--- src/design/clf_pkg.sv ---
// Shared types and constants for the conservative Lagrangian flux unit.
`timescale 1ns / 1ps
`default_nettype none
package clf_pkg;

  typedef enum logic [1:0] {
    JOB_ZERO,
    JOB_ORD2,
    JOB_ORD4
  } job_kind_t;

  // one flux to work out; for second order fa is f(i) and fb is f(i+1),
  // for fourth order fa..fd are f(i+2), f(i+1), f(i), f(i-1)
  typedef struct packed {
    job_kind_t          kind;
    logic signed [31:0] fa;
    logic signed [31:0] fb;
    logic signed [31:0] fc;
    logic signed [31:0] fd;
    logic signed [31:0] sh;
    logic [32:0]        dx;
    logic [15:0]        idx;
    logic               last;
  } job_t;

  localparam int FIFO_DEPTH = 4;

  localparam int CFG_IDX_W = 2;
  localparam logic [CFG_IDX_W-1:0] REG_TIME_STEP  = 2'd0;
  localparam logic [CFG_IDX_W-1:0] REG_ORDER_MODE = 2'd1;
  localparam logic [31:0] TIME_STEP_RESET  = 32'd65536;
  localparam logic        ORDER_MODE_RESET = 1'b1;

  // shared multiplier operand and result widths
  localparam int MX_W    = 40;
  localparam int MY_W    = 36;
  localparam int MR_W    = 44;
  localparam int DIG_W   = 8;
  localparam int Q_SHIFT = 30;

endpackage
`default_nettype wire

--- src/design/clf_fifo.sv ---
// Short request queue between the front and back parts.
`timescale 1ns / 1ps
`default_nettype none
module clf_fifo import clf_pkg::*; (
  input  logic clk,
  input  logic rst,
  input  logic push,
  input  job_t wdata,
  output logic full,
  input  logic pop,
  output job_t rdata,
  output logic empty
);

  localparam int PW = $clog2(FIFO_DEPTH);

  job_t          mem [FIFO_DEPTH];
  logic [PW-1:0] wp;
  logic [PW-1:0] rp;
  logic [PW:0]   cnt;
  logic          do_push;
  logic          do_pop;

  assign full    = (cnt == (PW+1)'(FIFO_DEPTH));
  assign empty   = (cnt == '0);
  assign rdata   = mem[rp];
  assign do_push = push && !full;
  assign do_pop  = pop && !empty;

  always_ff @(posedge clk) begin
    if (rst) begin
      wp  <= '0;
      rp  <= '0;
      cnt <= '0;
    end else begin
      if (do_push) begin
        mem[wp] <= wdata;
        wp      <= (wp == PW'(FIFO_DEPTH-1)) ? '0 : wp + 1'b1;
      end
      if (do_pop) begin
        rp <= (rp == PW'(FIFO_DEPTH-1)) ? '0 : rp + 1'b1;
      end
      if (do_push && !do_pop) begin
        cnt <= cnt + 1'b1;
      end else if (do_pop && !do_push) begin
        cnt <= cnt - 1'b1;
      end
    end
  end

  a_fill: assert property (@(posedge clk) disable iff (rst)
    (do_push && !do_pop) |=> (cnt == $past(cnt) + 1'b1))
    else $error("queue fill count lost a request");

endmodule
`default_nettype wire

--- config.mk ---
export PLATFORM = sky130hd
export DESIGN_NAME = clf_fifo
export DESIGN_NICKNAME = d
export VERILOG_FILES = /design/src/design/clf_pkg.sv /design/src/design/clf_fifo.sv
export SDC_FILE = /design/constraint.sdc
export NUM_CORES = 1
export LEC_CHECK = 0
export ABC_CLOCK_PERIOD_IN_PS = 22900
export BUFFER_PORTS_ARGS = -buffer_cell sky130_fd_sc_hd__clkbuf_2
export CORE_MARGIN = 2
export CORE_UTILIZATION = 57
export CTS_CLUSTER_SIZE = 14
export DETAILED_ROUTE_END_ITERATION = 12
export GPL_ROUTABILITY_DRIVEN = 1
export GPL_TIMING_DRIVEN = 0
export HOLD_SLACK_MARGIN = 0.12
export PLACE_DENSITY = 0.84
export SYNTH_ARGS = -nofsm -noshare
export SYNTH_HDL_FRONTEND = slang
export SYNTH_SLANG_ARGS = --single-unit
--- constraint.sdc ---
create_clock -name clk -period 22.9 [get_ports clk]
set_input_delay 2.29 -clock clk [delete_from_list [all_inputs] [get_ports clk]]
set_output_delay 2.29 -clock clk [all_outputs]
set_load 0.02 [all_outputs]
# Word level (Yosys, flattened, before mapping)

Memory sizes are Yosys's and may differ from the RTL's. A register that Yosys moved wholly into a read port is not among the register bits.
Cells that the tools add are included.

Mux-type cells: 9
$mul: 0
Reductions and logical operators: 10
Shift operators: 0
Divide/modulo/power cells: 0
Bitwise operators: 0
Add/subtract/negate cells: 4
$lt $le $gt $ge: 0
Equal/unequal tests: 3

Operators with widths:

| cell                | number |
|---|---|
| $mux 2              | 4 |
| $mux 3              | 2 |
| $add 2x1->2 const B | 2 |
| $eq 2x2->1 const B  | 2 |
| $logic_and 1x1->1   | 4 |
| $logic_not 1->1     | 4 |
| $add 3x1->3 const B | 1 |
| $eq 3x3->1 const B  | 1 |
| $logic_not 3->1     | 1 |
| $mux 1              | 3 |
| $sub 3x1->3 const B | 1 |
| $reduce_bool 2->1   | 1 |

Output and inout bits: 214
Register bits: 7
ROM bits: 0
Bits of input ports: 216
Logic and storage cells: 30
Memories: 1
Latch bits: 0
RAM bits: 848

Memories:

| memory | depth | bits a word | read ports | clocked after Yosys merged registers in | write ports | RTL line       | text |
|---|---|---|---|---|---|---|---|
| mem    | 4     | 212         | 1          | 1                                       | 1           | clf_fifo.sv:17 | `job_t mem [FIFO_DEPTH];` |

# Logic depth before layout (Yosys ltp)

Depth in word-level cells: 7
Mapped depth: 9
Mapped depth without buffers: 9

# Worst setup path before layout

No wires, ideal clock.

Path type: in2reg
Start: input port rst
End: memory mem[3][0] (netlist bit) (enable)
Slack: 3.942 ns
Cell stages on the path: 2
Required time: 21.813 ns
Data arrival time: 17.870 ns
Library setup time: 1.087 ns
Cell sequence: clkbuf_1 nor3b_1

Cells in the longest elaborated chain, start to end: 2

RTL lines:

| what                         | RTL line       | text |
|---|---|---|
| start, declared              | clf_fifo.sv:6  | `input logic rst,` |
| $mux 1                       | clf_fifo.sv:31 | `if (rst) begin` |
| $mux 1 (implied by the code) | clf_fifo.sv:37 | `mem[wp] <= wdata;` |
| end, declared                | clf_fifo.sv:17 |  |

Every way passes these cells.

==> summary.txt <==
Status
  • Run status: finished clean

Synth
  • Post-synthesis cell count: 1158
  • Count of distinct cell types in the synthesized netlist: 22
  • #FFs+latches synth: ~860
  • Post-synthesis sequential area ratio: about 83%
  • Post-Synthesis Net Count: about 1400
  • Count of warnings emitted by yosys: 0
  • Average size of a mapped cell: 26.8 um^2
  • Cell area after technology mapping: 31100 um^2

Timing
  • Worst clock skew: 0.0273 ns
  • Setup repair after global routing missed its margin: no
  • Minimum period implied by the final worst setup slack: around 5.2 ns
  • Final Slew Violations: 0
  • Min setup slack post-route: approximately 18 ns
  • Worst max-slew margin expressed relative to the limit: around 34%
  • Actual transition at the worst max-transition pin: between 0.9 and 1 ns
  • Timing-limited maximum frequency: about 190 MHz
  • Fin crit share: 22.6%
  • Hold violation count in the final report: 0
  • Final hold slack: about 0.54 ns
  • Final setup fails: 0

Final layout
  • Design area: 37800 um^2
  • Share of post-route cells with drive strength above 1: between 40% and 50%
  • Layout net count: around 2000
  • Count of non-filler cells in the finished layout: 2530
  • Number of filler cells placed in the layout: around 3000
  • Area growth from synthesis to layout: 21.6%

CTS
  • Clock Tree Buf Depth: 3
  • Clock sinks: ~860
  • Post-CTS resize count: 0
  • Clock buffer count from CTS: just over 80
  • TritonCTS clock tree: done
  • Post-CTS Setup Bufs: 0
  • Clock root cell: clkbuf_16
  • Cts hold-fix bufs: 0
  • Clock transition time at the flip-flop clock pins of the worst setup and hold paths: ~0.060 ns
  • Clock Latency Late Sink: 0.62 ns
  • Total number of H-tree levels: 3

GRT
  • Global Route Usage Sum: ~25%
  • Vias in the first global route: between 15000 and 20000
  • Initial antenna violation count: 9
  • Pin count of the biggest net entering global routing: 15
  • Wire length of the first global-routing pass: slightly above 100000 um
  • Sum of overflow across all layers after global routing: 0

Critical path
  • Crit Path Max Fanout: 10
  • CP Class: flip-flop to primary output
  • FF-to-FF path depth: 10
  • Critical path arrival: about 2.9 ns
  • Type of element launching the critical path: flip-flop
  • FF-to-FF Start: cnt[1]
  • Endpoint required time on the critical path: approximately 20 ns
  • FF-to-FF End: mem[2][142]
  • Register-to-register path setup slack: 19.58 ns
  • Endpoint kind of the worst setup timing path: primary output

Route
  • Routed WL: roughly 69000 um
  • DRC violation count after routing: 0
  • DR iter-0 viols: around 1200
  • Remaining number of nets flagged by the antenna check after routing: 0
  • DRT Pass-1 Iters: 7
  • Via/cell ratio: around 5.9
  • Avg WL per Cell: approximately 27 um
  • Overall via count from detail_route: between 10000 and 15000

Floorplan
  • Area of the die: 56400 um^2
  • Chip Width: between 200 and 250 um
  • Core area: about 54000 um^2
  • FP Rows: 85
  • Die Height: between 200 and 250 um
  • Starting utilization of the core area: slightly below 60%
  • Io pins: 430

Place
  • Placer's final routability congestion estimate: 0.752
  • DP Cell Count: 2376
  • HPWL Detailed: about 46000 um
  • Place WS: 17.63 ns
  • Post-DP Area: 35200 um^2
  • Buffers on Ports: 429

Power and ir drop
  • Leakage power of the design: around 13 nW
  • Power density over the cells: between 100 and 150 nW/um^2
  • Worst supply voltage drop on vdd: roughly 0.089 mV
  • Power, Total: 0.00396 W

Flow run
  • Max_cap viols: 0

Min path
  • Hold Path Stages: 2
  • Hold path start: rp[0]
  • Type of the worst min-delay path: flip-flop to flip-flop
[sequential cells by signal (all words and copies together), names as in the netlist, named ones only]
| name | flops |
|---|---|
| wp | 2 |
| cnt | 3 |
| mem | 848 |
| rp | 2 |
[metrics by stage]
stage | utilization (%) | setup TNS [ns]
2_1_floorplan | - | 0
3_3_place_gp | 63.4 | -6495.90
3_5_place_dp | 65.4 | 0
4_1_cts | 70.2 | 0
5_1_grt | 70.2 | 0
6_report | 70.2 | 0
[worst max-delay path by stage]
| stage | startpoint | endpoint | slack, ns | cells after the start |
|---|---|---|---|---|
| 3_3_place_gp | rst | mem[3][148] | -7.72 | 3 |
| 2_1_floorplan | rst | mem[3][0] | 3.94 | 2 |
| 6_report | flip-flop | rdata[68] | 17.73 | 5 |
| 3_5_place_dp | rst | mem[2][168] | 17.63 | 10 |
| 5_1_grt | flip-flop | rdata[68] | 17.61 | 5 |
| 4_1_cts | flip-flop | rdata[68] | 17.63 | 5 |
[synthesized netlist by cell type (all sizes together)]
master,count,share of area (%)
edfxtp,848,82
mux4,212,15
buf,44,1.1
dfxtp,9,0.58
ha,6,0.24
inv,6,0.072
clkbuf,5,0.060
nor3b,4,0.097
a21oi,3,0.048
nor2,3,0.036
mux2i,2,0.064
nand2,2,0.032
nand3,2,0.032
nor3,2,0.032
o21ai,2,0.032
o31ai,2,0.048
or3,2,0.040
xor2,2,0.056
fa,1,0.064
or3b,1,0.036
[critical path, stage by stage, from the launching register on]
cell      delay, ns
dfxtp_1        0.31
buf_2          0.19
clkbuf_1       0.70
buf_2          0.46
mux4_2         0.35
clkbuf_2       0.24
[routing by layer]
layer | share of wire, % | vias to the layer above | track usage (%) | routed length (um)
met5 | 0.083 | - | 0 | 57
met4 | 3.1 | 8 | 7.83 | 2160
met3 | 7.9 | 143 | 6.67 | 5410
met2 | 54 | 663 | 43.5 | 37100
met1 | 35 | 7794 | 29.6 | 23900
li1 | - | 6279 | - | -
[final cells by class]
type,count,area (um^2),area share (%)
buffer,49,370,0.980
antenna,6,15.0,0.0397
multi-input combinational,246,5060,13.4
inverter,6,22.5,0.0596
clock inverter,43,390,1.03
timing repair buffer,522,3210,8.49
sequential,857,25600,67.9
tap,696,871,2.30
clock buffer,105,2200,5.83
[kinds of logic (layout without fill, tap and decap cells)]
group | Yosys count | after routing | share of synthesized area [%]
other | 0 | 6 | 0
buffers and inverters | 55 | 725 | 1.26
DFF | 857 | 857 | 82.5
muxes | 214 | 214 | 15.4
xor gates and xnor gates | 2 | 2 | 0.0564
AOI/OAI and AO/OA | 7 | 7 | 0.129
adders and majority gates | 7 | 7 | 0.306
and+or+nand+nor | 16 | 16 | 0.306
[power by group]
group	leakage (nW)	switching [W]	total [W]	internal, W
registers	7.77	0.0000245	0.00184	0.00182
logic	3.88	0.000481	0.000818	0.000337
clock network	1.27	0.000561	0.00130	0.000740
[placed cells by master (no fill, tap or decap), drive strengths merged]
cell type	n
clkinv	35
mux4	212
bufinv	5
fa	1
buf	137
nor2	3
o21ai	2
inv	7
edfxtp	848
ha	6
diode	6
mux2i	2
or3b	1
clkinvlp	2
a21oi	3
clkbuf	539
o31ai	2
or3	2
nor3b	4
nand3	2
xor2	2
dfxtp	9
nor3	2
nand2	2
Note: power is estimated with default switching activity, not from simulation.
