<file path="config.mk">
export PLATFORM = sky130hd
export DESIGN_NAME = clf_front
export DESIGN_NICKNAME = d
export VERILOG_FILES = /design/src/design/clf_pkg.sv /design/src/design/clf_front.sv
export SDC_FILE = /design/constraint.sdc
export NUM_CORES = 1
export LEC_CHECK = 0
export BUFFER_PORTS_ARGS = -buffer_cell sky130_fd_sc_hd__buf_2
export CORE_ASPECT_RATIO = 1.2
export CORE_MARGIN = 5
export CORE_UTILIZATION = 31
export DETAILED_ROUTE_END_ITERATION = 12
export GPL_ROUTABILITY_DRIVEN = 0
export PLACE_DENSITY = 0.58
export SLEW_MARGIN = 25
export SYNTH_ARGS = -nofsm -noshare
export SYNTH_HDL_FRONTEND = slang
export SYNTH_SLANG_ARGS = --single-unit
export TNS_END_PERCENT = 1
</file>
<file path="constraint.sdc">
create_clock -name clk -period 28.8 [get_ports clk]
set_input_delay 5.76 -clock clk [delete_from_list [all_inputs] [get_ports clk]]
set_output_delay 5.76 -clock clk [all_outputs]
set_load 0.01 [all_outputs]
</file>
<file path="src/design/clf_pkg.sv">
// Shared types and constants for the conservative Lagrangian flux unit.
`timescale 1ns / 1ps
`default_nettype none
package clf_pkg;

  typedef enum logic [1:0] {
    JOB_ZERO,
    JOB_ORD2,
    JOB_ORD4
  } job_kind_t;

  // one flux to work out; for second order fa is f(i) and fb is f(i+1),
  // for fourth order fa..fd are f(i+2), f(i+1), f(i), f(i-1)
  typedef struct packed {
    job_kind_t          kind;
    logic signed [31:0] fa;
    logic signed [31:0] fb;
    logic signed [31:0] fc;
    logic signed [31:0] fd;
    logic signed [31:0] sh;
    logic [32:0]        dx;
    logic [15:0]        idx;
    logic               last;
  } job_t;

  localparam int FIFO_DEPTH = 4;

  localparam int CFG_IDX_W = 2;
  localparam logic [CFG_IDX_W-1:0] REG_TIME_STEP  = 2'd0;
  localparam logic [CFG_IDX_W-1:0] REG_ORDER_MODE = 2'd1;
  localparam logic [31:0] TIME_STEP_RESET  = 32'd65536;
  localparam logic        ORDER_MODE_RESET = 1'b1;

  // shared multiplier operand and result widths
  localparam int MX_W    = 40;
  localparam int MY_W    = 36;
  localparam int MR_W    = 44;
  localparam int DIG_W   = 8;
  localparam int Q_SHIFT = 30;

endpackage
`default_nettype wire

</file>
<file path="src/design/clf_front.sv">
// Front part: cell windows, cell counter and request classification.
`timescale 1ns / 1ps
`default_nettype none
module clf_front import clf_pkg::*; #(
  parameter int MAX_CELLS = 65536
) (
  input  logic               clk,
  input  logic               rst,
  input  logic               in_valid,
  output logic               in_ready,
  input  logic signed [31:0] sample,
  input  logic signed [31:0] shift,
  input  logic signed [31:0] grid_pos,
  input  logic               last_in,
  input  logic               order_mode,
  output job_t               job_data,
  output logic               job_push,
  input  logic               job_full
);

  localparam int CW = $clog2(MAX_CELLS);

  logic signed [31:0] fw [4];
  logic signed [31:0] sw [3];
  logic signed [31:0] pw [3];
  logic [CW-1:0]      count;
  logic [CW-1:0]      j_r;
  logic               mode_r;
  logic [2:0]         pend;
  logic               accept;
  logic               last_eff;
  logic [1:0]         sel;
  logic [CW-1:0]      idx;
  logic [CW+15:0]     idx_w;

  function automatic logic [32:0] absdiff(input logic signed [31:0] a,
                                          input logic signed [31:0] b);
    logic signed [32:0] d;
    d = 33'(a) - 33'(b);
    return d[32] ? 33'(-d) : 33'(d);
  endfunction

  assign in_ready = (pend == '0);
  assign accept   = in_valid && in_ready;
  assign last_eff = last_in || (count >= CW'(MAX_CELLS - 1));
  assign job_push = (pend != '0) && !job_full;

  always_comb begin
    sel   = pend[2] ? 2'd2 : (pend[1] ? 2'd1 : 2'd0);
    idx   = j_r - CW'(sel);
    idx_w = {16'b0, idx};
    job_data      = '0;
    job_data.kind = JOB_ZERO;
    job_data.idx  = idx_w[15:0];
    job_data.last = (sel == 2'd0);
    if (mode_r) begin
      if (sel == 2'd2 && idx >= CW'(2)) begin
        job_data.kind = JOB_ORD4;
        job_data.fa   = fw[0];
        job_data.fb   = fw[1];
        job_data.fc   = fw[2];
        job_data.fd   = fw[3];
        job_data.sh   = sw[2];
        job_data.dx   = absdiff(pw[1], pw[2]);
      end
    end else if (idx >= CW'(1)) begin
      case (sel)
        2'd2: begin
          job_data.kind = JOB_ORD2;
          job_data.fa   = fw[2];
          job_data.fb   = fw[1];
          job_data.sh   = sw[2];
          job_data.dx   = absdiff(pw[1], pw[2]);
        end
        2'd1: begin
          job_data.kind = JOB_ORD2;
          job_data.fa   = fw[1];
          job_data.fb   = fw[0];
          job_data.sh   = sw[1];
          job_data.dx   = absdiff(pw[0], pw[1]);
        end
        default: job_data.kind = JOB_ZERO;
      endcase
    end
  end

  always_ff @(posedge clk) begin
    if (rst) begin
      count <= '0;
      pend  <= '0;
      for (int k = 0; k < 4; k++) fw[k] <= '0;
      for (int k = 0; k < 3; k++) begin
        sw[k] <= '0;
        pw[k] <= '0;
      end
    end else if (accept) begin
      fw[3]  <= fw[2];
      fw[2]  <= fw[1];
      fw[1]  <= fw[0];
      fw[0]  <= sample;
      sw[2]  <= sw[1];
      sw[1]  <= sw[0];
      sw[0]  <= shift;
      pw[2]  <= pw[1];
      pw[1]  <= pw[0];
      pw[0]  <= grid_pos;
      j_r    <= count;
      mode_r <= order_mode;
      pend   <= {count >= CW'(2), last_eff && (count >= CW'(1)), last_eff};
      count  <= last_eff ? '0 : count + 1'b1;
    end else if (job_push) begin
      pend[sel] <= 1'b0;
    end
  end

  a_wrap: assert property (@(posedge clk) disable iff (rst)
    (accept && last_eff) |=> (count == '0))
    else $error("cell counter did not wrap at end of pencil");

  a_emit: assert property (@(posedge clk) disable iff (rst)
    (accept && (last_eff || count >= CW'(2))) |=> (pend != '0))
    else $error("accepted cell raised no request");

endmodule
`default_nettype wire

</file>
======== Yosys cells after proc, flatten, opt, wreduce, memory -nomap -nowiden ========
Memories as Yosys holds them, arrays and structs flattened.
Cells that the tools add are included.
word-level totals
  latch bits .............................. 0
  memories ................................ 3
  output and inout bits ................... 214
  bits in writable memories ............... 320
  bits of input ports ..................... 102
  bits in read-only memories .............. 0
  flip-flop bits (word level) ............. 36
operators by class
  $mul .................................... 0
  muxes and demuxes ....................... 33
  equal/unequal tests ..................... 2
  reductions and logical operators ........ 13
  add/subtract/negate cells ............... 6
  divide/modulo/power cells ............... 0
  shifts and indexed selects .............. 0
  bitwise gates (word level) .............. 13
  order comparisons ....................... 7
memory list
  memory  depth  bits a word  rd ports  clocked after Yosys merged registers in  wr ports  RTL line         text
  fw      4      32           4         0                                        4         clf_front.sv:23  logic signed [31:0] fw [4];
  pw      3      32           3         0                                        3         clf_front.sv:25  logic signed [31:0] pw [3];
  sw      3      32           3         0                                        3         clf_front.sv:24  logic signed [31:0] sw [3];
operators with widths
  cell                   number
  $mux 32                10
  $mux 195               1
  $mux 65                3
  $pmux 65 s2            1
  $pmux 64 s2            1
  $mux 33                2
  $mux 66                1
  $neg 33->33            2
  $sub 32x32->33         2
  $mux 64                1
  $ge 16x1->1 const B    2
  $ge 16x2->1 const B    2
  $add 16x1->16 const B  1
  $ge 16x16->1 const B   1
  $mux 16                1
  $sub 16x2->16          1
  $or 1x1->1             10
  $mux 1                 8
  $mux 3                 2
  $logic_and 1x1->1      5
  $and 3x3->3            1
  $logic_not 3->1        1
  $lt 2x3->1 const B     1
  $not 3->3              1
  13 further kinds       13

======== Longest topological paths before layout ========
Gate-level depths: netlist of the first run.
  depth after elaboration ................. 10
  mapped depth ............................ 17
  gate-level depth less buffers ........... 14

======== Worst setup path before layout of the first run ========
Ideal clock, no wire load.
  path kind ............................... input to register
  from .................................... input rst
  to ...................................... memory fw[0][0], enable pin
  stages on the path ...................... 3
  slack ................................... 14.195 ns
  arrival ................................. 13.865 ns
  setup time .............................. 0.740 ns
  buffers on the path ..................... 2
  cells stage by stage .................... clkbuf_1 -> clkbuf_1 -> nand2b_1
RTL lines
  item                RTL line         text
  start: declaration  clf_front.sv:8   input logic rst,
  end: declaration    clf_front.sv:23

======== Worst setup path after layout of the first run ========
  from .................................... input job_full
  to ...................................... output job_push
between the ends
  longest elaborated chain between the ends .. 2
ends and longest elaborated chain
  item                RTL line         text
  start: declaration  clf_front.sv:18  input logic job_full
  $logic_not 1->1     clf_front.sv:46  assign job_push = (pend != '0) && !job_full;
  $logic_and 1x1->1   clf_front.sv:46
  end: declaration    clf_front.sv:17  output logic job_push,
Every way passes these cells.

==> results of run 1 <==
==> cell families (layout without fill, tap and decap cells) <==
logic type | count (synthesis) | in the layout | share of synthesized area
xor+xnor | 126 | 126 | 0.0521
compound gates | 448 | 448 | 0.156
other cells | 0 | 5 | 0
buf+inv | 242 | 524 | 0.0468
flops | 356 | 356 | 0.492
simple gates | 776 | 776 | 0.206
fa+ha+maj | 75 | 75 | 0.0450
mux | 3 | 3 | 0.00141
==> worst paths after layout <==
kind | from | end
worst min register to register | count[5]$_SDFFE_PP0P_ | j_r[5]$_DFFE_PP_
worst max register to register | pend[2]$_SDFFE_PP0P_ | fw[3][25]$_SDFFCE_PN0P_
worst min-delay path | count[5]$_SDFFE_PP0P_ | j_r[5]$_DFFE_PP_
worst max-delay path | job_full | job_push
==> metal layers <==
layer / vias to the layer above / global-route usage / wire length, µm
met5: - / 0 / 34
met4: 4 / 0.0484 / 2020
li1: 7884 / - / -
met3: 136 / 0.0406 / 4440
met2: 573 / 0.272 / 29800
met1: 7827 / 0.174 / 23100
==> area by class of cell <==
type / instances / share of cell area
multi-input combinational: 1428 / 0.394
clock inverter: 18 / 0.0104
tap: 909 / 0.0454
clock buffer: 51 / 0.0428
inverter: 124 / 0.0186
antenna: 5 / 0.000499
sequential: 356 / 0.419
timing repair buffer: 331 / 0.0690
==> state kept, by name (all words and copies together) (netlist names) <==
signal,count
pw,96
sw,96
j_r,16
count,16
pend,3
mode_r,1
fw,128
==> critical path: cells and delay by family <==
family | cells | cell delay, ns
buffers and inverters | 2 | 0.26
and+or+nand+nor | 1 | 0.11
==> stage by stage <==
| step | hold WS (ns) | utilization |
|---|---|---|
| 6_report | 0.502 | 0.367 |
| 5_1_grt | 0.510 | 0.367 |
| 4_1_cts | 0.506 | 0.366 |
| 3_5_place_dp | 0.495 | 0.347 |
| 3_3_place_gp | 0.472 | 0.347 |
| 2_1_floorplan | 0.458 | - |
==> Yosys cell counts, types with 12 or more instances <==
| cell type | n |
|---|---|
| a22o_1 | 66 |
| xnor2_1 | 50 |
| a222oi_1 | 32 |
| inv_1 | 124 |
| and3_1 | 15 |
| buf_2 | 16 |
| o22ai_1 | 32 |
| o21ai_0 | 48 |
| nand2b_1 | 13 |
| a21o_1 | 23 |
| o211ai_1 | 15 |
| nand2_1 | 95 |
| nand4_1 | 16 |
| nor3_1 | 65 |
| edfxtp_1 | 337 |
| clkbuf_1 | 87 |
| xor2_1 | 75 |
| a31oi_1 | 17 |
| a21oi_1 | 89 |
| o21a_1 | 12 |
| and2_1 | 365 |
| nor2_1 | 87 |
| nand3_1 | 38 |
| dfxtp_1 | 19 |
| ha_1 | 72 |
==> power by group through the flow <==
| stage | sequential [mW] | combinational, mW | clock [mW] |
|---|---|---|---|
| 2_1_floorplan | 0.648 | 0.296 | 0 |
| 3_3_place_gp | 0.645 | 0.382 | 0 |
| 6_report | 0.636 | 0.395 | 0.526 |
| 4_1_cts | 0.636 | 0.390 | 0.543 |
| 5_1_grt | 0.640 | 0.432 | 0.562 |
| 3_5_place_dp | 0.647 | 0.389 | 0 |
==> placed cells by master, fill, tap and decap left out, drive strengths merged, types with 7 or more instances in the layout <==
| cell type | n |
|---|---|
| a21oi | 96 |
| a222oi | 32 |
| nor2 | 88 |
| buf | 331 |
| o2111ai | 9 |
| edfxtp | 337 |
| xor2 | 76 |
| o211ai | 18 |
| a211oi | 11 |
| clkbuf | 51 |
| and2 | 365 |
| and3 | 15 |
| or2 | 11 |
| clkinv | 8 |
| nand3 | 38 |
| o21bai | 7 |
| nand2b | 13 |
| o21ai | 61 |
| nand4 | 16 |
| dfxtp | 19 |
| a31oi | 19 |
| xnor2 | 50 |
| a22o | 66 |
| or4 | 11 |
| o21a | 12 |
| or3 | 13 |
| o31ai | 10 |
| o22ai | 33 |
| nor4 | 10 |
| nand2 | 96 |
| a21o | 23 |
| inv | 125 |
| nor3 | 67 |
| ha | 72 |
==> out/metrics.yaml, run 1 <==
status: "finished, final reports clean"
ys_top_cells_by_area: "edfxtp_1 47%, and2_1 11%, ha_1 4.2%"
synth-seq-area-share: 0.492
first_pass_iters: 8
cp_max_fo: 4
async_reset_ff_frac: 0
clk_pin_slew_worst_paths_ns: 0.06
die-area_mm2: 0.0742
leakage_nw: 10.6
ys.flop_type: "edfxtp_1"
ys_warn_count: 0
synth_cell_types: 97
initial_utilization: 0.312
portBuffers: 315
drt_iter0_markers: 1210
area_growth_syn_to_layout_pct: 17.4
syn_nets: 2203
cts_sinks: 356
final_cells: 3222
clkPwrFrac: 0.338
seqPwrFrac: 0.408
post_cts_resized: 0
required_ns: 23.04
tns_ns: 0
clock_skew_ns: 0.0111
cp_slowest_cell: "buf_2"
htreeDepth: 2
nFillCells: 6895
cpPeakStageDelay_ns: 0.14
drv_slew: 0
pwr-share-comb: 0.254
cts_made_buffers: 39
p_int_mw: 1.08
r2r_slack_ns: 25.39
hold_class: "reg2reg"
grt_max_degree: 174
swShare: 0.307
setup.worst_path.end_class: "output pin"
grt-ovfl-total: 0
drt-total-wl_um: 59400
drv_cap: 0
seq_area_mm2: 0.0105
insertion_delay_ns: 0.52
io_pins: 316
hold_path_depth: 0
multiInputGateArea_mm2: 0.00988
synthCells: 2026
cts_setup_buffers: 0
vias: 16400
p_sw_mw: 0.479
hold_viol_final: 0
die_h_um: 297
dp_hpwl_um: 43300
num_rows: 105
synth_area_mm2: 0.0213
placed_cells: 3147
synth_top_area_frac: 0.474
timing.fmax_mhz: 84.1
tightestPinTransition_ns: 1.07
coreArea_mm2: 0.0683
finalPower_mw: 1.56
critical_path.cell_chain: "buf_2 > nor2_1 > buf_2"
die_w_um: 250
cp_common_cell: "buf_2"
grt_pass1_vias: 16500
pre_cts_slack_ns: 16.92
ant_nets: 0
rr_worst_depth: 7
cts-root-buf: "clkbuf_16"
clk_path_buf_depth: 3
start_kind: "primary input"
cp.arrival_ns: 6.13
rsz0062_at_grt: "false"
fin_area_mm2: 0.0251
cts_tree: "yes"
finalWorstSetupSlack_ns: 16.91
setup_viol: 0
layout-drive-gt1-share: 0.192
place_area_mm2: 0.0237
routed_via_density: 5.10
synth_edf_count: 337
finalNetCount: 2457
period_share: 0.413
grt_first_pass_wirelength_um: 91900
irDropWorstVdd_uv: 39.3
worstSetupPathType: "in2out"
synth_top_area_cell: "edfxtp_1"
drc: 0
grt.total_usage: 0.151
slew_headroom: 0.288
grt_antenna_before_repair: 7
power.density_mw_per_mm2: 62.1
postCtsHoldBufs: 0
wire_per_inst_um: 18.4
synth-seq-cells: 356
finalCriticalPeriod_ns: 11.89
postSynthAreaPerCell_um2: 10.5
No activity file was read; power rests on OpenSTA's default activity.
==> run 2: changes to the inputs <==
--- a/config.mk
+++ b/config.mk
@@ -5,13 +5,14 @@
 export SDC_FILE = /design/constraint.sdc
 export NUM_CORES = 1
 export LEC_CHECK = 0
+export ABC_AREA = 1
 export BUFFER_PORTS_ARGS = -buffer_cell sky130_fd_sc_hd__buf_2
 export CORE_ASPECT_RATIO = 1.2
 export CORE_MARGIN = 5
 export CORE_UTILIZATION = 31
 export DETAILED_ROUTE_END_ITERATION = 12
 export GPL_ROUTABILITY_DRIVEN = 0
-export PLACE_DENSITY = 0.58
+export PLACE_DENSITY = 0.57
 export SLEW_MARGIN = 25
 export SYNTH_ARGS = -nofsm -noshare
 export SYNTH_HDL_FRONTEND = slang
==> constraint.sdc (replaced) <==
create_clock -name clk -period 11.55 [get_ports clk]
set_input_delay 2.31 -clock clk [delete_from_list [all_inputs] [get_ports clk]]
set_output_delay 2.31 -clock clk [all_outputs]
set_load 0.01 [all_outputs]
==> run 2 against run 1 <==
Clock-buffer cell count rose by 3; sequential share of layout area fell by 4.6 points; utilization fell by 0.50 points.
==> out/metrics.yaml, run 2 <==
status: "finished, final reports clean"
dp_hpwl_um: 58400  # +35%
drc: 0  # unchanged
drv_slew: 0  # unchanged
htreeDepth: 2  # unchanged
hold_class: "reg2reg"
layout_common_cells: "926 x nand2_1, 746 x inv_1, 569 x nor2_1"
rr_worst_depth: 7  # unchanged
cts-root-buf: "clkbuf_16"
seq_area_mm2: 0.0105  # about the same
post_cts_resized: 0  # unchanged
hold_end: "j_r[15]$_DFFE_PP_"
clock_skew_ns: 0.0271  # +0.0159 ns
synth_area_mm2: 0.0243  # +14%
crit_family: "buffers and inverters"
pwr-share-comb: 0.314  # +0.060
drt-total-wl_um: 76500  # +29%
period_share: 0.667
postSynthAreaPerCell_um2: 7.10  # -33%
tns_ns: 0  # unchanged
ys_top_cells_by_area: "edfxtp_1 42%, nand2_1 14%, inv_1 12%"
multiInputGateArea_mm2: 0.0104  # +5.4%
tightestPinTransition_ns: 0.972  # -0.0956 ns
fin_area_mm2: 0.0281  # +12%
min-delay-start: "count[15]$_SDFFE_PP0P_"
cp.arrival_ns: 5.39  # -0.74 ns
swShare: 0.366  # +0.0590
ys.flop_type: "edfxtp_1"
critical_path.cell_chain: "inv_2 > buf_4 > ha_1 > nand2_1 > nand2_1 > nor2_1 > nand2_1 > nor2_2 > nand2_2 > nor2_4 > nand3_2 > inv_2 > nand2_1 > nand2_1 > nand2_1 > nor2_1 > nand2_1 > nor2_1 > nand2_2 > nand3_4 > buf_4 > buf_4 > o22ai_1 > buf_2"
synth-seq-cells: 356  # unchanged
postCtsHoldBufs: 0  # unchanged
async_reset_ff_frac: 0  # unchanged
layout-drive-gt1-share: 0.122  # -0.0708
yosysMostFrequentCell: "nand2_1"
die-area_mm2: 0.0842  # +13%
setup.worst_path.end_class: "output pin"
die_w_um: 266  # +6.5%
io_pins: 316  # unchanged
cts_tree: "yes"
insertion_delay_ns: 0.58  # +0.06 ns
place_area_mm2: 0.0268  # +13%
grt_antenna_before_repair: 5  # -2
top_register: "fw"
p_int_mw: 2.69  # +150%
irDropWorstVdd_uv: 99.3  # +150%
ys_warn_count: 0  # unchanged
nFillCells: 8404  # +22%
initial_utilization: 0.313  # +0.000457
yosys-top-cells-count: "927 x nand2_1, 747 x inv_1, 571 x nor2_1"
clk_path_buf_depth: 3  # unchanged
finalNetCount: 3871  # +58%
worstSetupPathType: "reg2out"
hold_path_depth: 0  # unchanged
first_pass_iters: 5  # -3
cts_made_buffers: 40  # +2.6%
drt_iter0_markers: 1664  # +38%
cts_sinks: 356  # unchanged
grt_pass1_vias: 21100  # +28%
timing.fmax_mhz: 130
ant_nets: 0  # unchanged
clk_pin_slew_worst_paths_ns: 0.06  # about the same
reg_top3: "fw: 128 flops, pw: 96 flops, sw: 96 flops"
wire_per_inst_um: 16.1  # -13%
finalCriticalPeriod_ns: 7.70
syn_nets: 3606  # +64%
rsz0062_at_grt: "false"
hold_viol_final: 0  # unchanged
slew_headroom: 0.352  # +0.0637
grt_first_pass_wirelength_um: 117000  # +28%
cp_slowest_cell: "buf_4"
required_ns: 9.24  # -13.80 ns
cp_common_cell: "nand2_1"
seqPwrFrac: 0.374  # -0.034
reg2reg_to: "fw[2][6]$_SDFFCE_PN0P_"
power.density_mw_per_mm2: 151  # +140%
largest_register_ffs: 128  # unchanged
p_sw_mw: 1.56  # +230%
coreArea_mm2: 0.0778  # +14%
drv_cap: 0  # unchanged
cts_setup_buffers: 0  # unchanged
worstPathBufferInverterCount: 6  # +4
rr_startpoint: "pend[2]$_SDFFE_PP0P_"
num_rows: 112  # +6.7%
synthCells: 3429  # +69%
area_growth_syn_to_layout_pct: 15.6
synth-seq-area-share: 0.432  # -0.0605
synth_top_area_cell: "edfxtp_1"
routed_via_density: 4.64  # -8.9%
start_kind: "flip-flop"
setup_viol: 0  # unchanged
r2r_slack_ns: 7.58  # -17.81 ns
leakage_nw: 13.9  # +31%
grt_max_degree: 149  # -14%
portBuffers: 315  # unchanged
layout_commonest_cell: "nand2_1"
synth_top_area_frac: 0.416  # -0.0583
grt-ovfl-total: 0  # unchanged
die_h_um: 317  # +6.5%
vias: 22100  # +34%
synth_cell_types: 52  # -46%
cpPeakStageDelay_ns: 0.73  # +0.59 ns
synth_edf_count: 337  # unchanged
clkPwrFrac: 0.312  # -0.026
cp_max_fo: 80  # +76
grt.total_usage: 0.174  # +0.0232
[run 2: final cells by class]
class / instances / share of cell area
multi-input combinational: 2209 / 0.370
inverter: 756 / 0.101
clock inverter: 20 / 0.00778
timing repair buffer: 331 / 0.0610
antenna: 3 / 0.000267
clock buffer: 54 / 0.0407
tap: 1026 / 0.0456
sequential: 356 / 0.373
[run 2: worst reg2reg max path, cell delays in order, from the launching register on]
cell and delay (ns):
dfxtp_2 0.54, nor2_1 0.35, inv_1 0.09, nor2_1 0.25, nand2_2 0.24, nand2_4 0.59
buf_4 0.70, buf_12 0.55
[run 2: metrics by stage]
stage / util / hold slack [ns] / worst slack, ns / instances / total power [mW]
floorplan: - / 0.408 / 1.55 / 3429 / 2.57
CTS: 0.362 / 0.430 / 3.76 / 4752 / 4.28
global route: 0.362 / 0.451 / 3.30 / 4754 / 4.53
finish: 0.362 / 0.433 / 3.85 / 4755 / 4.24
detailed placement: 0.344 / 0.415 / 4.41 / 4678 / 2.93
global placement: 0.344 / 0.418 / 4.48 / 4678 / 2.93
[run 2: how the worst max path moves through the flow]
stage / slack (ns) / depth (start not counted) / endpoint / from
final: 3.85 / 24 / job_data[190] / pend[2]$_SDFFE_PP0P_
after CTS: 3.76 / 24 / job_data[190] / pend[2]$_SDFFE_PP0P_
after detailed placement: 4.41 / 24 / job_data[190] / pend[2]$_SDFFE_PP0P_
after global routing: 3.30 / 24 / job_data[190] / pend[2]$_SDFFE_PP0P_
after floorplan: 1.55 / 2 / fw[0][0]$_SDFFCE_PN0P_ / in_valid
after global placement: 4.48 / 24 / job_data[165] / pend[2]$_SDFFE_PP0P_
[run 2: per-layer routing]
metal,GRT usage,share of wire,wire length (µm),vias to the layer above
li1,-,-,-,11200
met1,0.224,0.42,32000,10100
met2,0.300,0.49,37200,670
met3,0.0290,0.065,4950,140
met4,0.0555,0.031,2370,4
met5,0,0.00027,21,-
[run 2: power groups by stage]
stage          Sequential (mW)  Combinational, mW  Clock, mW
6_report                  1.59               1.33       1.32
3_5_place_dp              1.62               1.32          0
4_1_cts                   1.59               1.32       1.37
5_1_grt                   1.60               1.50       1.42
2_1_floorplan             1.63              0.943          0
3_3_place_gp              1.61               1.32          0
[run 2: cells by family (layout without fill, tap and decap cells)]
kind of cell,Yosys count,after routing,share of synthesized area
buffers and inverters,864,1161,0.141
and+or+nand+nor,1803,1803,0.304
other,0,3,0
AOI/OAI and AO/OA,291,291,0.0687
adders and majority gates,75,75,0.0395
xor gates and xnor gates,40,40,0.0153
DFF,356,356,0.432
==> run 3: changes to the inputs <==
==> constraint.sdc (replaced) <==
create_clock -name clk -period 7.9 [get_ports clk]
set_input_delay 1.58 -clock clk [delete_from_list [all_inputs] [get_ports clk]]
set_output_delay 1.58 -clock clk [all_outputs]
set_load 0.01 [all_outputs]
==> run 3 against run 2 <==
Global-route usage shrank 0.58 points; die area did not move; clock-buffer cell count is 1 lower; clock skew fell by 0.0048 ns; setup slack worse by 2.7 ns; critical path depth is 4 lower; sequential cell count unchanged; design area increased by 0.12%; clock power up 45%; first-iteration DRC count is 13% lower; register-to-register slack worse by 3.2 ns; routed wire length down 2.4%.
==> out/metrics.yaml, run 3 (synthesis results as in run 2) <==
cts_made_buffers: 42  # +5.0%
required_ns: 6.32  # -2.92 ns
status: "finished, final reports clean"
portBuffers: 315  # unchanged
first_pass_iters: 6  # +1
htreeDepth: 2  # unchanged
rr_worst_depth: 7  # unchanged
leakage_nw: 13.9  # about the same
hold_path_depth: 0  # unchanged
initial_utilization: 0.313  # unchanged
grt_antenna_before_repair: 6  # +1
power.density_mw_per_mm2: 219  # +45%
nFillCells: 8353  # -0.61%
ant_nets: 0  # unchanged
die_h_um: 317  # unchanged
hold_viol_final: 0  # unchanged
drt-total-wl_um: 74700  # -2.4%
wire_per_inst_um: 15.7  # -2.5%
die-area_mm2: 0.0842  # unchanged
min-delay-start: "count[7]$_SDFFE_PP0P_"
grt.total_usage: 0.168  # -0.00578
insertion_delay_ns: 0.59  # about the same
irDropWorstVdd_uv: 173  # +74%
dp_hpwl_um: 55500  # -4.9%
drt_iter0_markers: 1443  # -13%
drc: 0  # unchanged
vias: 22100  # +0.23%
r2r_slack_ns: 4.38  # -3.20 ns
cts_setup_buffers: 0  # unchanged
postCtsHoldBufs: 0  # unchanged
clk_pin_slew_worst_paths_ns: 0.06  # about the same
timing.fmax_mhz: 148
area_growth_syn_to_layout_pct: 15.8
routed_via_density: 4.65  # +0.16%
grt-ovfl-total: 0  # unchanged
grt_max_degree: 171  # +15%
hold_end: "j_r[7]$_DFFE_PP_"
cts-root-buf: "clkbuf_16"
grt_first_pass_wirelength_um: 114000  # -3.0%
period_share: 0.853
slew_headroom: 0.318  # -0.0335
top_register: "fw"
tns_ns: 0  # unchanged
largest_register_ffs: 128  # unchanged
hold_class: "reg2reg"
layout_commonest_cell: "nand2_1"
cp.arrival_ns: 5.16  # -0.23 ns
final_cells: 4758  # +0.063%
drv_slew: 0  # unchanged
layout_common_cells: "926 x nand2_1, 746 x inv_1, 569 x nor2_1"
drv_cap: 0  # unchanged
clock_skew_ns: 0.0223  # -0.00475 ns
num_rows: 112  # unchanged
rsz0062_at_grt: "false"
finalCriticalPeriod_ns: 6.74
clk_path_buf_depth: 3  # unchanged
coreArea_mm2: 0.0778  # unchanged
io_pins: 316  # unchanged
tightestPinTransition_ns: 1.02  # +0.0502 ns
rr_startpoint: "pend[2]$_SDFFE_PP0P_"
placed_cells: 4676  # -0.043%
post_cts_resized: 0  # unchanged
start_kind: "flip-flop"
finalNetCount: 3872  # +0.026%
setup.worst_path.end_class: "output pin"
die_w_um: 266  # unchanged
cts_tree: "yes"
cp_max_fo: 85  # +6.3%
reg2reg_to: "fw[3][8]$_SDFFCE_PN0P_"
layout-drive-gt1-share: 0.120  # -0.00158
worstSetupPathType: "reg2out"
reg_top3: "fw: 128 flops, pw: 96 flops, sw: 96 flops"
cts_sinks: 356  # unchanged
setup_viol: 0  # unchanged
grt_pass1_vias: 21000  # -0.40%
## run 3: worst max-delay path, cell delays in order (launching register included)
cell     delay (ns)
dfxtp_2        0.33
buf_4          0.62
inv_2          0.13
fa_1           0.46
inv_1          0.10
nand4_2        0.15
nor3_2         0.17
nand2_1        0.10
inv_1          0.07
nand2_1        0.05
nor2_1         0.11
xor2_1         0.11
nor2_1         0.12
nand2_1        0.06
nor2_1         0.11
nand2_2        0.08
nand3_4        0.07
buf_4          0.50
buf_4          0.73
o22ai_1        0.18
buf_2          0.20
## run 3: final cells by class
type	count	area, µm²	area share
inverter	756	2850	0.101
tap	1026	1280	0.0456
clock inverter	21	208	0.00737
timing repair buffer	330	1750	0.0623
antenna	7	17.5	0.000622
multi-input combinational	2209	10400	0.370
clock buffer	53	1130	0.0402
sequential	356	10500	0.373
## run 3: worst max-delay path by stage
stage / start / endpoint / slack [ns] / cells past startpoint
after floorplan: in_valid / fw[0][0]$_SDFFCE_PN0P_ / 1.82 / 2
after global placement: pend[2]$_SDFFE_PP0P_ / job_data[195] / 1.90 / 20
after detailed placement: pend[2]$_SDFFE_PP0P_ / job_data[162] / 1.77 / 20
after CTS: pend[2]$_SDFFE_PP0P_ / job_data[162] / 1.10 / 20
after global routing: pend[2]$_SDFFE_PP0P_ / job_data[164] / 0.70 / 20
final: pend[2]$_SDFFE_PP0P_ / job_data[164] / 1.16 / 20
## run 3: power by group
group,switching [mW],internal (mW),leakage [nW]
registers,0.0620,2.26,3.81
logic,1.37,0.553,9.46
clock network,0.823,1.09,0.648
total,2.26,3.90,13.9
## run 3: layer usage
metal,vias up,global-route usage,share of wire
met5,-,0,0
met4,0,0.0635,0.039
met3,159,0.0313,0.060
met2,652,0.291,0.48
met1,10100,0.210,0.42
li1,11200,-,-
## run 3: through the flow
stage	power [mW]	util	setup WS, ns	instance area (µm²)	hold WS, ns
3_3_place_gp	4.24	0.344	1.90	26800	0.417
4_1_cts	6.21	0.362	1.10	28100	0.431
2_1_floorplan	3.74	-	1.82	24300	0.408
3_5_place_dp	4.25	0.344	1.77	26800	0.416
5_1_grt	6.56	0.362	0.703	28200	0.440
6_report	6.16	0.362	1.16	28200	0.431
